File: config.mk
export PLATFORM = sky130hd
export DESIGN_NAME = prime_sieve_chain
export DESIGN_NICKNAME = d
export VERILOG_FILES = /design/src/rtl/psc_pkg.sv /design/src/rtl/prime_sieve_chain.sv /design/src/rtl/psc_front.sv /design/src/rtl/psc_queue.sv /design/src/rtl/psc_back.sv
export SDC_FILE = /design/constraint.sdc
export NUM_CORES = 1
export LEC_CHECK = 0
export BUFFER_PORTS_ARGS = -buffer_cell sky130_fd_sc_hd__buf_2
export CORE_MARGIN = 3
export CORE_UTILIZATION = 45
export CTS_CLUSTER_SIZE = 28
export DETAILED_ROUTE_END_ITERATION = 12
export HOLD_SLACK_MARGIN = 0.05
export PLACE_DENSITY = 0.57
export SETUP_SLACK_MARGIN = 0.3
export SYNTH_ARGS = -nofsm -noshare
export SYNTH_HDL_FRONTEND = slang
export SYNTH_HIERARCHICAL = 1
export SYNTH_SLANG_ARGS = --single-unit
File: constraint.sdc
create_clock -name clk -period 6.9 [get_ports clk]
set_input_delay 0.69 -clock clk [delete_from_list [all_inputs] [get_ports clk]]
set_output_delay 0.69 -clock clk [all_outputs]
set_load 0.02 [all_outputs]
File: src/rtl/psc_pkg.sv
// Shared constants, operation and verdict codes, and interface types for the
// prime sieve chain. No dependencies.
package psc_pkg;

    localparam int CHAIN_DEPTH  = 64;
    localparam int NUMBER_WIDTH = 16;

    // Width of the tdata fields on both channels.
    localparam int FIELD_W = 16;
    // Working width of a number after masking to NUMBER_WIDTH.
    localparam int NUM_W   = (NUMBER_WIDTH < FIELD_W) ? NUMBER_WIDTH : FIELD_W;
    localparam int IDX_W   = (CHAIN_DEPTH > 1) ? $clog2(CHAIN_DEPTH) : 1;
    localparam int COUNT_W = $clog2(CHAIN_DEPTH + 1);
    localparam int BIT_W   = $clog2(NUM_W);

    localparam int QUEUE_DEPTH = 4;
    localparam int QPTR_W      = $clog2(QUEUE_DEPTH);

    // Job operations handed from the front to the back.
    localparam logic [1:0] OP_TEST  = 2'd0;
    localparam logic [1:0] OP_SMALL = 2'd1;
    localparam logic [1:0] OP_STOP  = 2'd2;

    // Input kinds.
    localparam logic KIND_TEST = 1'b0;
    localparam logic KIND_STOP = 1'b1;

    // Result verdicts.
    localparam logic [1:0] VERDICT_PRIME     = 2'd0;
    localparam logic [1:0] VERDICT_COMPOSITE = 2'd1;
    localparam logic [1:0] VERDICT_FULL      = 2'd2;

    typedef struct packed {
        logic [1:0]       op;
        logic [NUM_W-1:0] number;
    } psc_job_t;

    typedef struct packed {
        logic               busy;
        logic [COUNT_W-1:0] count;
    } psc_status_t;

endpackage

File: src/rtl/prime_sieve_chain.sv
// Top level of the prime sieve chain: front classifier, job queue and sieve
// back end. Depends on psc_pkg, psc_front, psc_queue and psc_back.
//
// Usage. Items enter on the s_axis channel: tuser carries the kind (test or
// stop), tdata carries the number. A test yields exactly one result item on
// the m_axis channel (tuser = verdict, tdata = tested number); a stop empties
// the chain of stored primes and yields nothing. Numbers are expected to
// arrive in increasing order from two, so the chain fills with the primes.
//
// Timing. The front takes an item in any cycle the four-entry queue has room.
// The back takes one job at a time: a test walks the stored primes in order;
// each costs a registered memory read, an equality compare and a bit-serial
// remainder of NUMBER_WIDTH steps. A number that no stored prime decides is
// then appended if the chain has room. Zero and one skip the walk. The result
// is loaded into the output register once that register is free.
//
// Reset clears the chain count, the queue and the output register; the prime
// store needs no clearing. When the receiver stalls, the finished result waits
// in the output register, the back holds its next verdict, and the queue keeps
// taking items until it is full, at which point s_axis_tready drops.
module prime_sieve_chain
    import psc_pkg::*;
(
    input  logic               clk,
    input  logic               rst_n,
    input  logic               s_axis_tvalid,
    output logic               s_axis_tready,
    input  logic [FIELD_W-1:0] s_axis_tdata,  // [15:0] number
    input  logic               s_axis_tuser,  // [0] kind
    output logic               m_axis_tvalid,
    input  logic               m_axis_tready,
    output logic [FIELD_W-1:0] m_axis_tdata,  // [15:0] tested
    output logic [1:0]         m_axis_tuser   // [1:0] verdict
);

    logic        q_full;
    logic        q_push;
    psc_job_t    q_push_job;
    logic        q_valid;
    logic        q_ready;
    psc_job_t    q_job;
    psc_status_t status;

    psc_front u_front (
        .in_valid   (s_axis_tvalid),
        .in_ready   (s_axis_tready),
        .kind       (s_axis_tuser),
        .number     (s_axis_tdata),
        .queue_full (q_full),
        .push       (q_push),
        .push_job   (q_push_job)
    );

    psc_queue u_queue (
        .clk       (clk),
        .rst_n     (rst_n),
        .push      (q_push),
        .push_job  (q_push_job),
        .full      (q_full),
        .pop_valid (q_valid),
        .pop_ready (q_ready),
        .pop_job   (q_job)
    );

    psc_back u_back (
        .clk         (clk),
        .rst_n       (rst_n),
        .job_valid   (q_valid),
        .job_ready   (q_ready),
        .job         (q_job),
        .out_valid   (m_axis_tvalid),
        .out_ready   (m_axis_tready),
        .out_verdict (m_axis_tuser),
        .out_tested  (m_axis_tdata),
        .status      (status)
    );

    // The chain never holds more primes than it has cells.
    a_count_bound: assert property (@(posedge clk) disable iff (!rst_n)
        status.count <= COUNT_W'(CHAIN_DEPTH))
        else $error("prime chain count exceeds its depth");

    // A stop taken by the back empties the chain on the next cycle.
    a_stop_clears: assert property (@(posedge clk) disable iff (!rst_n)
        (q_valid && q_ready && q_job.op == OP_STOP) |=> (status.count == '0))
        else $error("stop did not clear the prime chain");

    // The chain grows by one prime at a time or is cleared.
    a_count_step: assert property (@(posedge clk) disable iff (!rst_n)
        (status.count != $past(status.count)) |->
            (status.count == $past(status.count) + COUNT_W'(1) || status.count == '0))
        else $error("prime chain count jumped");

    // The back only takes a job while idle.
    a_pop_idle: assert property (@(posedge clk) disable iff (!rst_n)
        (q_valid && q_ready) |-> !status.busy)
        else $error("job taken while the back was busy");

endmodule

File: src/rtl/psc_front.sv
// Front end of the prime sieve chain: masks the number and classifies each
// input item into a job. Depends on psc_pkg.
module psc_front
    import psc_pkg::*;
(
    input  logic               in_valid,
    output logic               in_ready,
    input  logic               kind,
    input  logic [FIELD_W-1:0] number,
    input  logic               queue_full,
    output logic               push,
    output psc_job_t           push_job
);

    logic [NUM_W-1:0] num;

    assign num      = number[NUM_W-1:0];
    assign in_ready = !queue_full;
    assign push     = in_valid && !queue_full;

    always_comb
    begin
        push_job.number = num;
        // Zero and one never reach the chain: they are composite outright.
        if (kind == KIND_STOP)
        begin
            push_job.op = OP_STOP;
        end
        else if (num < NUM_W'(2))
        begin
            push_job.op = OP_SMALL;
        end
        else
        begin
            push_job.op = OP_TEST;
        end
    end

endmodule

File: src/rtl/psc_queue.sv
// Short job queue between the front and the back of the prime sieve chain.
// Depends on psc_pkg.
module psc_queue
    import psc_pkg::*;
(
    input  logic     clk,
    input  logic     rst_n,
    input  logic     push,
    input  psc_job_t push_job,
    output logic     full,
    output logic     pop_valid,
    input  logic     pop_ready,
    output psc_job_t pop_job
);

    psc_job_t            slot_reg [QUEUE_DEPTH];
    logic [QPTR_W-1:0]   wr_ptr_reg, wr_ptr_next;
    logic [QPTR_W-1:0]   rd_ptr_reg, rd_ptr_next;
    logic [QPTR_W:0]     fill_reg, fill_next;
    logic                pop;

    assign full      = (fill_reg == (QPTR_W + 1)'(QUEUE_DEPTH));
    assign pop_valid = (fill_reg != '0);
    assign pop       = pop_valid && pop_ready;
    assign pop_job   = slot_reg[rd_ptr_reg];

    always_comb
    begin
        wr_ptr_next = push ? wr_ptr_reg + QPTR_W'(1) : wr_ptr_reg;
        rd_ptr_next = pop ? rd_ptr_reg + QPTR_W'(1) : rd_ptr_reg;
        fill_next   = fill_reg;
        if (push && !pop)
        begin
            fill_next = fill_reg + (QPTR_W + 1)'(1);
        end
        else if (pop && !push)
        begin
            fill_next = fill_reg - (QPTR_W + 1)'(1);
        end
    end

    always_ff @(posedge clk or negedge rst_n)
    begin
        if (!rst_n)
        begin
            wr_ptr_reg <= '0;
            rd_ptr_reg <= '0;
            fill_reg   <= '0;
        end
        else
        begin
            wr_ptr_reg <= wr_ptr_next;
            rd_ptr_reg <= rd_ptr_next;
            fill_reg   <= fill_next;
        end
    end

    always_ff @(posedge clk)
    begin
        if (push)
        begin
            slot_reg[wr_ptr_reg] <= push_job;
        end
    end

endmodule

File: src/rtl/psc_back.sv
// Back end of the prime sieve chain: walks the stored primes, runs a bit-serial
// remainder against each, appends new primes and drives the output register.
// Depends on psc_pkg.
module psc_back
    import psc_pkg::*;
(
    input  logic               clk,
    input  logic               rst_n,
    input  logic               job_valid,
    output logic               job_ready,
    input  psc_job_t           job,
    output logic               out_valid,
    input  logic               out_ready,
    output logic [1:0]         out_verdict,
    output logic [FIELD_W-1:0] out_tested,
    output psc_status_t        status
);

    localparam logic [2:0] ST_IDLE = 3'd0;
    localparam logic [2:0] ST_READ = 3'd1;
    localparam logic [2:0] ST_CMP  = 3'd2;
    localparam logic [2:0] ST_DIV  = 3'd3;
    localparam logic [2:0] ST_TAIL = 3'd4;
    localparam logic [2:0] ST_DONE = 3'd5;

    logic [2:0]         state_reg, state_next;
    logic [NUM_W-1:0]   num_reg, num_next;
    logic [COUNT_W-1:0] idx_reg, idx_next;
    logic [COUNT_W-1:0] count_reg, count_next;
    logic [NUM_W-1:0]   rem_reg, rem_next;
    logic [BIT_W-1:0]   bit_reg, bit_next;
    logic [1:0]         verdict_reg, verdict_next;
    logic               out_valid_reg, out_valid_next;
    logic [1:0]         out_verdict_reg;
    logic [NUM_W-1:0]   out_tested_reg;

    logic [NUM_W-1:0]   prime_mem [CHAIN_DEPTH];
    logic [NUM_W-1:0]   rd_data_reg;

    logic               mem_we;
    logic               out_load;
    logic               can_load;
    logic [NUM_W:0]     partial;
    logic [NUM_W:0]     partial_sub;
    logic [NUM_W-1:0]   rem_step;
    logic [COUNT_W-1:0] idx_plus;

    // One restoring-division step, most significant dividend bit first.
    assign partial     = {rem_reg, num_reg[bit_reg]};
    assign partial_sub = partial - {1'b0, rd_data_reg};
    assign rem_step    = (partial >= {1'b0, rd_data_reg}) ? partial_sub[NUM_W-1:0]
                                                          : partial[NUM_W-1:0];
    assign idx_plus    = idx_reg + COUNT_W'(1);
    assign can_load    = !out_valid_reg || out_ready;

    always_comb
    begin
        state_next   = state_reg;
        num_next     = num_reg;
        idx_next     = idx_reg;
        count_next   = count_reg;
        rem_next     = rem_reg;
        bit_next     = bit_reg;
        verdict_next = verdict_reg;
        mem_we       = 1'b0;
        out_load     = 1'b0;
        job_ready    = 1'b0;
        unique case (state_reg)
            ST_IDLE:
            begin
                job_ready = 1'b1;
                if (job_valid)
                begin
                    num_next = job.number;
                    idx_next = '0;
                    unique case (job.op)
                        OP_STOP:
                        begin
                            count_next = '0;
                        end
                        OP_SMALL:
                        begin
                            verdict_next = VERDICT_COMPOSITE;
                            state_next   = ST_DONE;
                        end
                        OP_TEST:
                        begin
                            state_next = (count_reg == '0) ? ST_TAIL : ST_READ;
                        end
                        default:
                        begin
                            state_next = ST_IDLE;
                        end
                    endcase
                end
            end
            ST_READ:
            begin
                state_next = ST_CMP;
            end
            ST_CMP:
            begin
                if (num_reg == rd_data_reg)
                begin
                    verdict_next = VERDICT_PRIME;
                    state_next   = ST_DONE;
                end
                else
                begin
                    rem_next   = '0;
                    bit_next   = BIT_W'(NUM_W - 1);
                    state_next = ST_DIV;
                end
            end
            ST_DIV:
            begin
                rem_next = rem_step;
                bit_next = bit_reg - BIT_W'(1);
                if (bit_reg == '0)
                begin
                    if (rem_step == '0)
                    begin
                        verdict_next = VERDICT_COMPOSITE;
                        state_next   = ST_DONE;
                    end
                    else
                    begin
                        idx_next   = idx_plus;
                        state_next = (idx_plus == count_reg) ? ST_TAIL : ST_READ;
                    end
                end
            end
            ST_TAIL:
            begin
                if (count_reg < COUNT_W'(CHAIN_DEPTH))
                begin
                    mem_we       = 1'b1;
                    count_next   = count_reg + COUNT_W'(1);
                    verdict_next = VERDICT_PRIME;
                end
                else
                begin
                    verdict_next = VERDICT_FULL;
                end
                state_next = ST_DONE;
            end
            ST_DONE:
            begin
                if (can_load)
                begin
                    out_load   = 1'b1;
                    state_next = ST_IDLE;
                end
            end
            default:
            begin
                state_next = ST_IDLE;
            end
        endcase
    end

    always_comb
    begin
        if (out_load)
        begin
            out_valid_next = 1'b1;
        end
        else if (out_ready)
        begin
            out_valid_next = 1'b0;
        end
        else
        begin
            out_valid_next = out_valid_reg;
        end
    end

    always_ff @(posedge clk or negedge rst_n)
    begin
        if (!rst_n)
        begin
            state_reg     <= ST_IDLE;
            count_reg     <= '0;
            out_valid_reg <= 1'b0;
        end
        else
        begin
            state_reg     <= state_next;
            count_reg     <= count_next;
            out_valid_reg <= out_valid_next;
        end
    end

    always_ff @(posedge clk)
    begin
        num_reg     <= num_next;
        idx_reg     <= idx_next;
        rem_reg     <= rem_next;
        bit_reg     <= bit_next;
        verdict_reg <= verdict_next;
        if (out_load)
        begin
            out_verdict_reg <= verdict_reg;
            out_tested_reg  <= num_reg;
        end
    end

    // Prime store: one write port at the tail, one registered read port.
    always_ff @(posedge clk)
    begin
        if (mem_we)
        begin
            prime_mem[count_reg[IDX_W-1:0]] <= num_reg;
        end
        rd_data_reg <= prime_mem[idx_reg[IDX_W-1:0]];
    end

    assign out_valid    = out_valid_reg;
    assign out_verdict  = out_verdict_reg;
    assign out_tested   = FIELD_W'(out_tested_reg);
    assign status.busy  = (state_reg != ST_IDLE);
    assign status.count = count_reg;

endmodule

==> qor.csv, run 1 <==
metric,value,unit
cts_tree,done,
port_buffers,40,
cts.sinks,1193,
synth-edff-count,1159,
async_reset_ff_share,1.51,%
drc,0,
cp_top_family,compound AO/OA/AOI/OAI gates,
end_kind,register,
grt_pass1_wl,159,mm
yosys_warnings,6,
rsz0062_at_grt,no,
die_area,0.109,mm²
insertion_delay,0.71,ns
drive_above_1_share,29.9,%
skew,0.0272,ns
grt_max_degree,129,
cts_made_buffers,118,
clockBufferDepth,3,
r2r_cells,14,
arrival,5.70,ns
ys_seq_area_share,75.5,%
fill_cells,8218,
mostFrequentLayoutCells,"edfxtp_1 (1159), mux4_2 (359), clkbuf_16 (119), buf_4 (91), nor2_1 (86)",
routabilityCongestion,0.825,
pre_cts_ws,1.66,ns
cts_root_buf,clkbuf_16,
cp_cell_sequence,mux4_2 > mux4_2 > inv_1 > ha_1 > inv_1 > fa_1 > a211oi_4 > o21bai_2 > a2111oi_4 > xnor2_1 > or4_1 > o41ai_2 > nand2_1 > o21a_1,
core_area,0.104,mm²
vias,22062,
nNetsFinal,2323,
io_pins,41,
cp.depth,14,
ys_ff_latch,1193,
max_slew_margin,17.4,%
grt_pass1_vias,22477,
vias_per_cell,5.87,
post-route-period-util,76.6,%
fmax,0.189,GHz
slowest_stage,or4_1,
ys_types,67,
antenna_found_initial,16,
status,completed,
syn_nets,2188,
finalSetupViolCount,0,
reg2reg_slack,1.61,ns
stdcell_count,3756,
start_util,45.5,%
cpPeakStageDelay,0.59,ns
wl_per_cell,29.2,µm
worstHoldPathType,primary input to register,
cp-start-kind,register,
power.density,364,mW/mm²
p_leak,16.8,nW
crit_end,u_back/idx_reg[4],
fp.dieH,330,µm
setup_tns,0,ns
finalPower,19.3,mW
syn_to_final_growth,12.6,%
rr_startpoint,u_back/bit_reg[0],
h-tree-depth,3,
syn_avg_cell_area,22.0,µm²
cp.buffers_inverters,2,
fp.dieW,330,µm
path_max_fanout,7,
fp-row-count,118,
worst_pin_slew,1.24,ns
dp_hpwl,60.4,mm
syn_inst,2140,
peakVddDrop,228,µV
largest_reg_flops,1024,
ys.flop_type,edfxtp_1,
dp_cells,3534,
maxCapViolCount,0,
fin_ws,1.61,ns
drtPass1Iterations,7,
ant_nets,0,
critical_path.startpoint,u_back/bit_reg[0],
critPathKind,register to register,
routed_wirelength,110,mm
period_minus_slack,5.29,ns
drtIter0Drc,2706,
clk_pin_slew,0.06,ns
synth_area,0.0471,mm²
cp.required,7.31,ns
reg2reg_to,u_back/idx_reg[4],
post-cts-setup-buffers,0,
hold_viol_final,0,
layout_commonest_cell,edfxtp_1,
grt_remaining_overflow,0,
report.final.slew_viol_count,0,
track_usage,20.6,%
finish.utilization,51.2,%
## area by class of cell
class	instances	area, µm²	area share, %
clock inverter	58	487	0.918
sequential	1193	35600	67.1
tap	1380	1730	3.26
clock buffer	162	3220	6.07
multi-input combinational	791	10900	20.6
timing repair buffer	136	973	1.84
inverter	35	131	0.248
antenna	1	2.50	0.00472
## how the worst min path moves through the flow
| stage | startpoint | to | slack (ns) | cells after the start |
|---|---|---|---|---|
| 5_1_grt | s_axis_tdata[3] | u_queue/slot_reg[3][3] | 0.19 | 1 |
| 2_1_floorplan | rst_n | u_back/count_reg[0] | 0.39 | 0 |
| 6_report | s_axis_tdata[0] | u_queue/slot_reg[3][0] | 0.22 | 1 |
| 3_3_place_gp | u_back/verdict_reg[0] | u_back/out_verdict[0] | 0.45 | 0 |
| 3_5_place_dp | u_back/verdict_reg[1] | u_back/out_verdict[1] | 0.45 | 0 |
| 4_1_cts | s_axis_tdata[0] | u_queue/slot_reg[3][0] | 0.17 | 1 |
## logic make-up (layout without fill, tap and decap cells)
group | count (synthesis) | in the layout | synth area share, %
flip-flops | 1193 | 1193 | 75.5
multiplexers | 374 | 374 | 17.5
AND/OR/NAND/NOR | 248 | 248 | 2.52
buffers and inverters | 156 | 391 | 1.45
AO/OA/AOI/OAI | 94 | 94 | 1.39
XOR/XNOR | 48 | 48 | 0.892
adder cells (fa/ha/maj) | 27 | 27 | 0.749
other | 0 | 1 | 0
## stage by stage
| step | area (µm²) | hold slack, ns |
|---|---|---|
| 6_report | 53000 | 0.224 |
| 5_1_grt | 53000 | 0.188 |
| 4_1_cts | 53000 | 0.174 |
| 3_5_place_dp | 49300 | 0.445 |
| 3_3_place_gp | 49300 | 0.449 |
| 2_1_floorplan | 47100 | 0.394 |
## per-layer routing
layer  GRT usage [%]  part of all wire [%]  vias up
met4            5.16                   2.2        2
met2            33.1                    49      729
met1            29.7                    42    11963
met3            3.33                   6.4      152
li1                -                     -     9216
met5               0                 0.012        -
## synthesized netlist by cell type, drive strengths merged (2+ instances only)
cell / n / area [µm²]
o21a: 5 / 37.5
nand3: 15 / 80.1
ha: 25 / 313
nor4: 10 / 62.6
nand4: 7 / 43.8
a21oi: 21 / 105
nand3b: 3 / 22.5
clkbuf: 73 / 274
o21ai: 23 / 115
xor2: 16 / 140
o211ai: 5 / 37.5
or2: 4 / 25.0
o21bai: 2 / 18.8
fa: 2 / 40.0
buf: 48 / 279
mux2i: 13 / 130
o22ai: 2 / 12.5
a21o: 5 / 38.8
a2111oi: 3 / 45.1
nand2: 34 / 130
a211oi: 6 / 57.6
and2: 9 / 56.3
and3: 5 / 31.3
a31oi: 6 / 37.5
o31ai: 2 / 15.0
nand4b: 2 / 17.5
nor3: 13 / 65.1
nor2: 115 / 432
dfxtp: 16 / 320
or4: 2 / 16.3
nor3b: 6 / 45.0
nor2b: 7 / 43.8
inv: 35 / 131
mux4: 359 / 8090
edfxtp: 1159 / 34800
xnor2: 32 / 280
dfrtp: 18 / 450
mux2: 2 / 22.5
o2111ai: 2 / 17.5
o41ai: 3 / 33.8
nand2b: 6 / 37.5
or3: 7 / 48.8
## where the power goes
group | internal [mW] | leakage, nW | switching, mW
registers | 8.21 | 10.8 | 0.242
clock network | 3.51 | 1.82 | 2.61
logic | 2.18 | 4.16 | 2.54
total | 13.9 | 16.8 | 5.40
## worst register-to-register path, delay by kind of cell (launching register included)
family / cells / cell delay, ns
xor+xnor: 1 / 0.15
fa+ha+maj: 2 / 0.64
flops: 1 / 0.57
simple gates: 2 / 0.69
compound gates: 5 / 1.71
mux: 2 / 1.10
buf+inv: 2 / 0.16
## timing repair
action                                  in CTS  in global routing
resized for setup                            0                  0
hold endpoints to repair                    18                  0
hold buffers                                 1                  0
endpoints found under the setup margin       0                  0
Note: power is estimated with default switching activity, not from simulation.
==> run 2, diff against run 1 <==
Settings changed: PLACE_DENSITY 0.57 to 0.59.
Clock period 6.9 ns to 4.7 ns, I/O delays scaled along.
==> run 2 against run 1 <==
  * Final cell count grew 1.5%
  * Flip-flop and latch count did not move
  * Maximum frequency up 13%
  * Via count rose by 1.2%
  * Sequential power grew 47%
  * Critical path depth is 3 higher
  * Non-clock buffer count grew 49
==> qor.csv, run 2 (synthesized netlist as in run 1, its figures left out) <==
metric,value,unit,change
status,completed,,
port_buffers,40,,unchanged
path_max_fanout,5,,-2
mostFrequentLayoutCells,"edfxtp_1 (1159), mux4_2 (359), clkbuf_16 (125), buf_4 (112), nor2_1 (104)",,
rsz0062_at_grt,yes,,
skew,0.0194,ns,-0.00782 ns
p_leak,17.3,nW,+3.0%
finish.utilization,52.1,%,+0.90 points
die_area,0.109,mm²,unchanged
wl_per_cell,29.0,µm,-0.84%
max_slew_margin,15.1,%,-2.3 points
power.density,554,mW/mm²,+52%
worstHoldStart,m_axis_tready,,
cp.required,5.08,ns,-2.23 ns
post-route-period-util,99.8,%,+23 points
stdcell_count,3811,,+1.5%
cts_made_buffers,119,,+0.85%
maxCapViolCount,0,,unchanged
routabilityCongestion,0.823,,-0.33%
h-tree-depth,3,,unchanged
fp.dieW,330,µm,unchanged
min_path_cells,3,,+2
start_util,45.5,%,unchanged
layout_commonest_cell,edfxtp_1,,
grt_max_degree,69,,-47%
track_usage,20.5,%,about the same
vias,22316,,+1.2%
vias_per_cell,5.86,,-0.31%
clk_pin_slew,0.06,ns,about the same
grt_pass1_wl,160,mm,+0.57%
fmax,0.213,GHz,+13%
report.final.slew_viol_count,0,,unchanged
r2r_cells,17,,+3
holdPathEnd,u_back/out_valid,,
fp-row-count,118,,unchanged
reg2reg_slack,0.008,ns,-1.60 ns
hold_viol_final,0,,unchanged
dp_hpwl,61.7,mm,+2.2%
cp-start-kind,register,,
cts_tree,done,,
worstHoldPathType,primary input to register,,
antenna_found_initial,10,,-6
cts_root_buf,clkbuf_16,,
whs,0.103,ns,-0.121 ns
syn_to_final_growth,14.6,%,
peakVddDrop,328,µV,+44%
core_area,0.104,mm²,unchanged
rr_startpoint,u_back/bit_reg[0],,
fp.dieH,330,µm,unchanged
io_pins,41,,unchanged
ant_nets,0,,unchanged
drive_above_1_share,31.2,%,+1.3 points
drtIter0Drc,2438,,-9.9%
end_kind,register,,
grt_pass1_vias,23093,,+2.7%
critPathKind,register to register,,
clockBufferDepth,3,,unchanged
reg2reg_to,u_back/verdict_reg[0],,
period_minus_slack,4.69,ns,-0.595 ns
arrival,5.07,ns,-0.63 ns
insertion_delay,0.68,ns,-0.03 ns
finalSetupViolCount,0,,unchanged
nNetsFinal,2373,,+2.2%
dp_cells,3554,,+0.57%
cts.sinks,1193,,unchanged
routed_wirelength,110,mm,+0.61%
worst_pin_slew,1.24,ns,+0.00504 ns
largest_reg_flops,1024,,unchanged
grt_remaining_overflow,0,,unchanged
drc,0,,unchanged
drtPass1Iterations,7,,unchanged
-- run 2: cell types whose count changed in the layout (fill, tap and decap cells not counted), sizes merged --
| cell | change |
|---|---|
| clkinv | +15 |
| clkbuf | -19 |
| clkinvlp | +2 |
| inv | -3 |
| dlygate4sd3 | +17 |
| bufinv | +11 |
| buf | +32 |
-- run 2: report_power, final --
| group | leakage (nW) | internal [mW] | total, mW | switching, mW |
|---|---|---|---|---|
| combinational | 4.44 | 3.63 | 7.61 | 3.98 |
| clock | 2.05 | 5.90 | 9.87 | 3.97 |
| sequential | 10.8 | 12.1 | 12.4 | 0.370 |
| total | 17.3 | 21.6 | 29.9 | 8.32 |
-- run 2: stage by stage --
stage | setup TNS, ns | power [mW] | setup slack (ns) | area [µm²]
finish | 0 | 29.9 | 0.00789 | 54000
global route | -2.08 | 31.1 | -0.212 | 54000
CTS | 0 | 30.0 | 0.0353 | 53900
detailed placement | -0.273 | 19.8 | -0.0663 | 49500
global placement | -0.545 | 19.8 | -0.0849 | 49500
floorplan | -0.796 | 17.6 | -0.115 | 47100
-- run 2: worst max path at each step --
stage                     slack (ns)  depth (start not counted)                     to               start
after floorplan                -0.12                         14  u_back/verdict_reg[0]  u_back/num_reg[15]
after global placement         -0.08                         15  u_back/verdict_reg[0]   u_back/bit_reg[0]
after detailed placement       -0.07                         15  u_back/verdict_reg[0]   u_back/bit_reg[0]
after CTS                       0.04                         15  u_back/verdict_reg[0]   u_back/bit_reg[0]
after global routing           -0.21                         17      u_back/idx_reg[3]   u_back/bit_reg[0]
final                          0.008                         17  u_back/verdict_reg[0]   u_back/bit_reg[0]
-- run 2: final cells by class --
class,count,area (µm²)
Multi-Input combinational cell,791,10900
Tap cell,1380,1730
Clock buffer,143,3250
Fill cell,8096,49700
Timing Repair Buffer,185,1480
Clock inverter,83,890
Antenna cell,1,2.50
Sequential cell,1193,35600
Inverter,35,131
-- run 2: critical path, cell delays in order, from the launching register on --
cell and delay, ns:
edfxtp_1 0.51, mux4_2 0.54, mux4_2 0.53, inv_2 0.09
ha_4 0.13, inv_2 0.04, fa_2 0.41, a211oi_4 0.24
o21bai_2 0.12, a2111oi_4 0.35, buf_4 0.17, buf_6 0.09
or4_2 0.11, nand4_1 0.17, o41ai_4 0.42, buf_4 0.19
nand3_2 0.08, o21ai_2 0.20
-- run 2: per-layer routing --
layer	part of all wire (%)	global-route usage, %	up-vias
met3	6.0	3.10	170
met2	48	32.7	727
li1	-	-	9327
met1	43	29.8	12088
met5	0.021	0	-
met4	2.7	6.02	4
-- run 2: what timing repair did --
action,CTS,global route
hold buffers,18,0
gates resized for setup,1,7
setup endpoints to repair,11,12
hold endpoints to repair,86,0
gates cloned,0,0
setup buffers,12,0
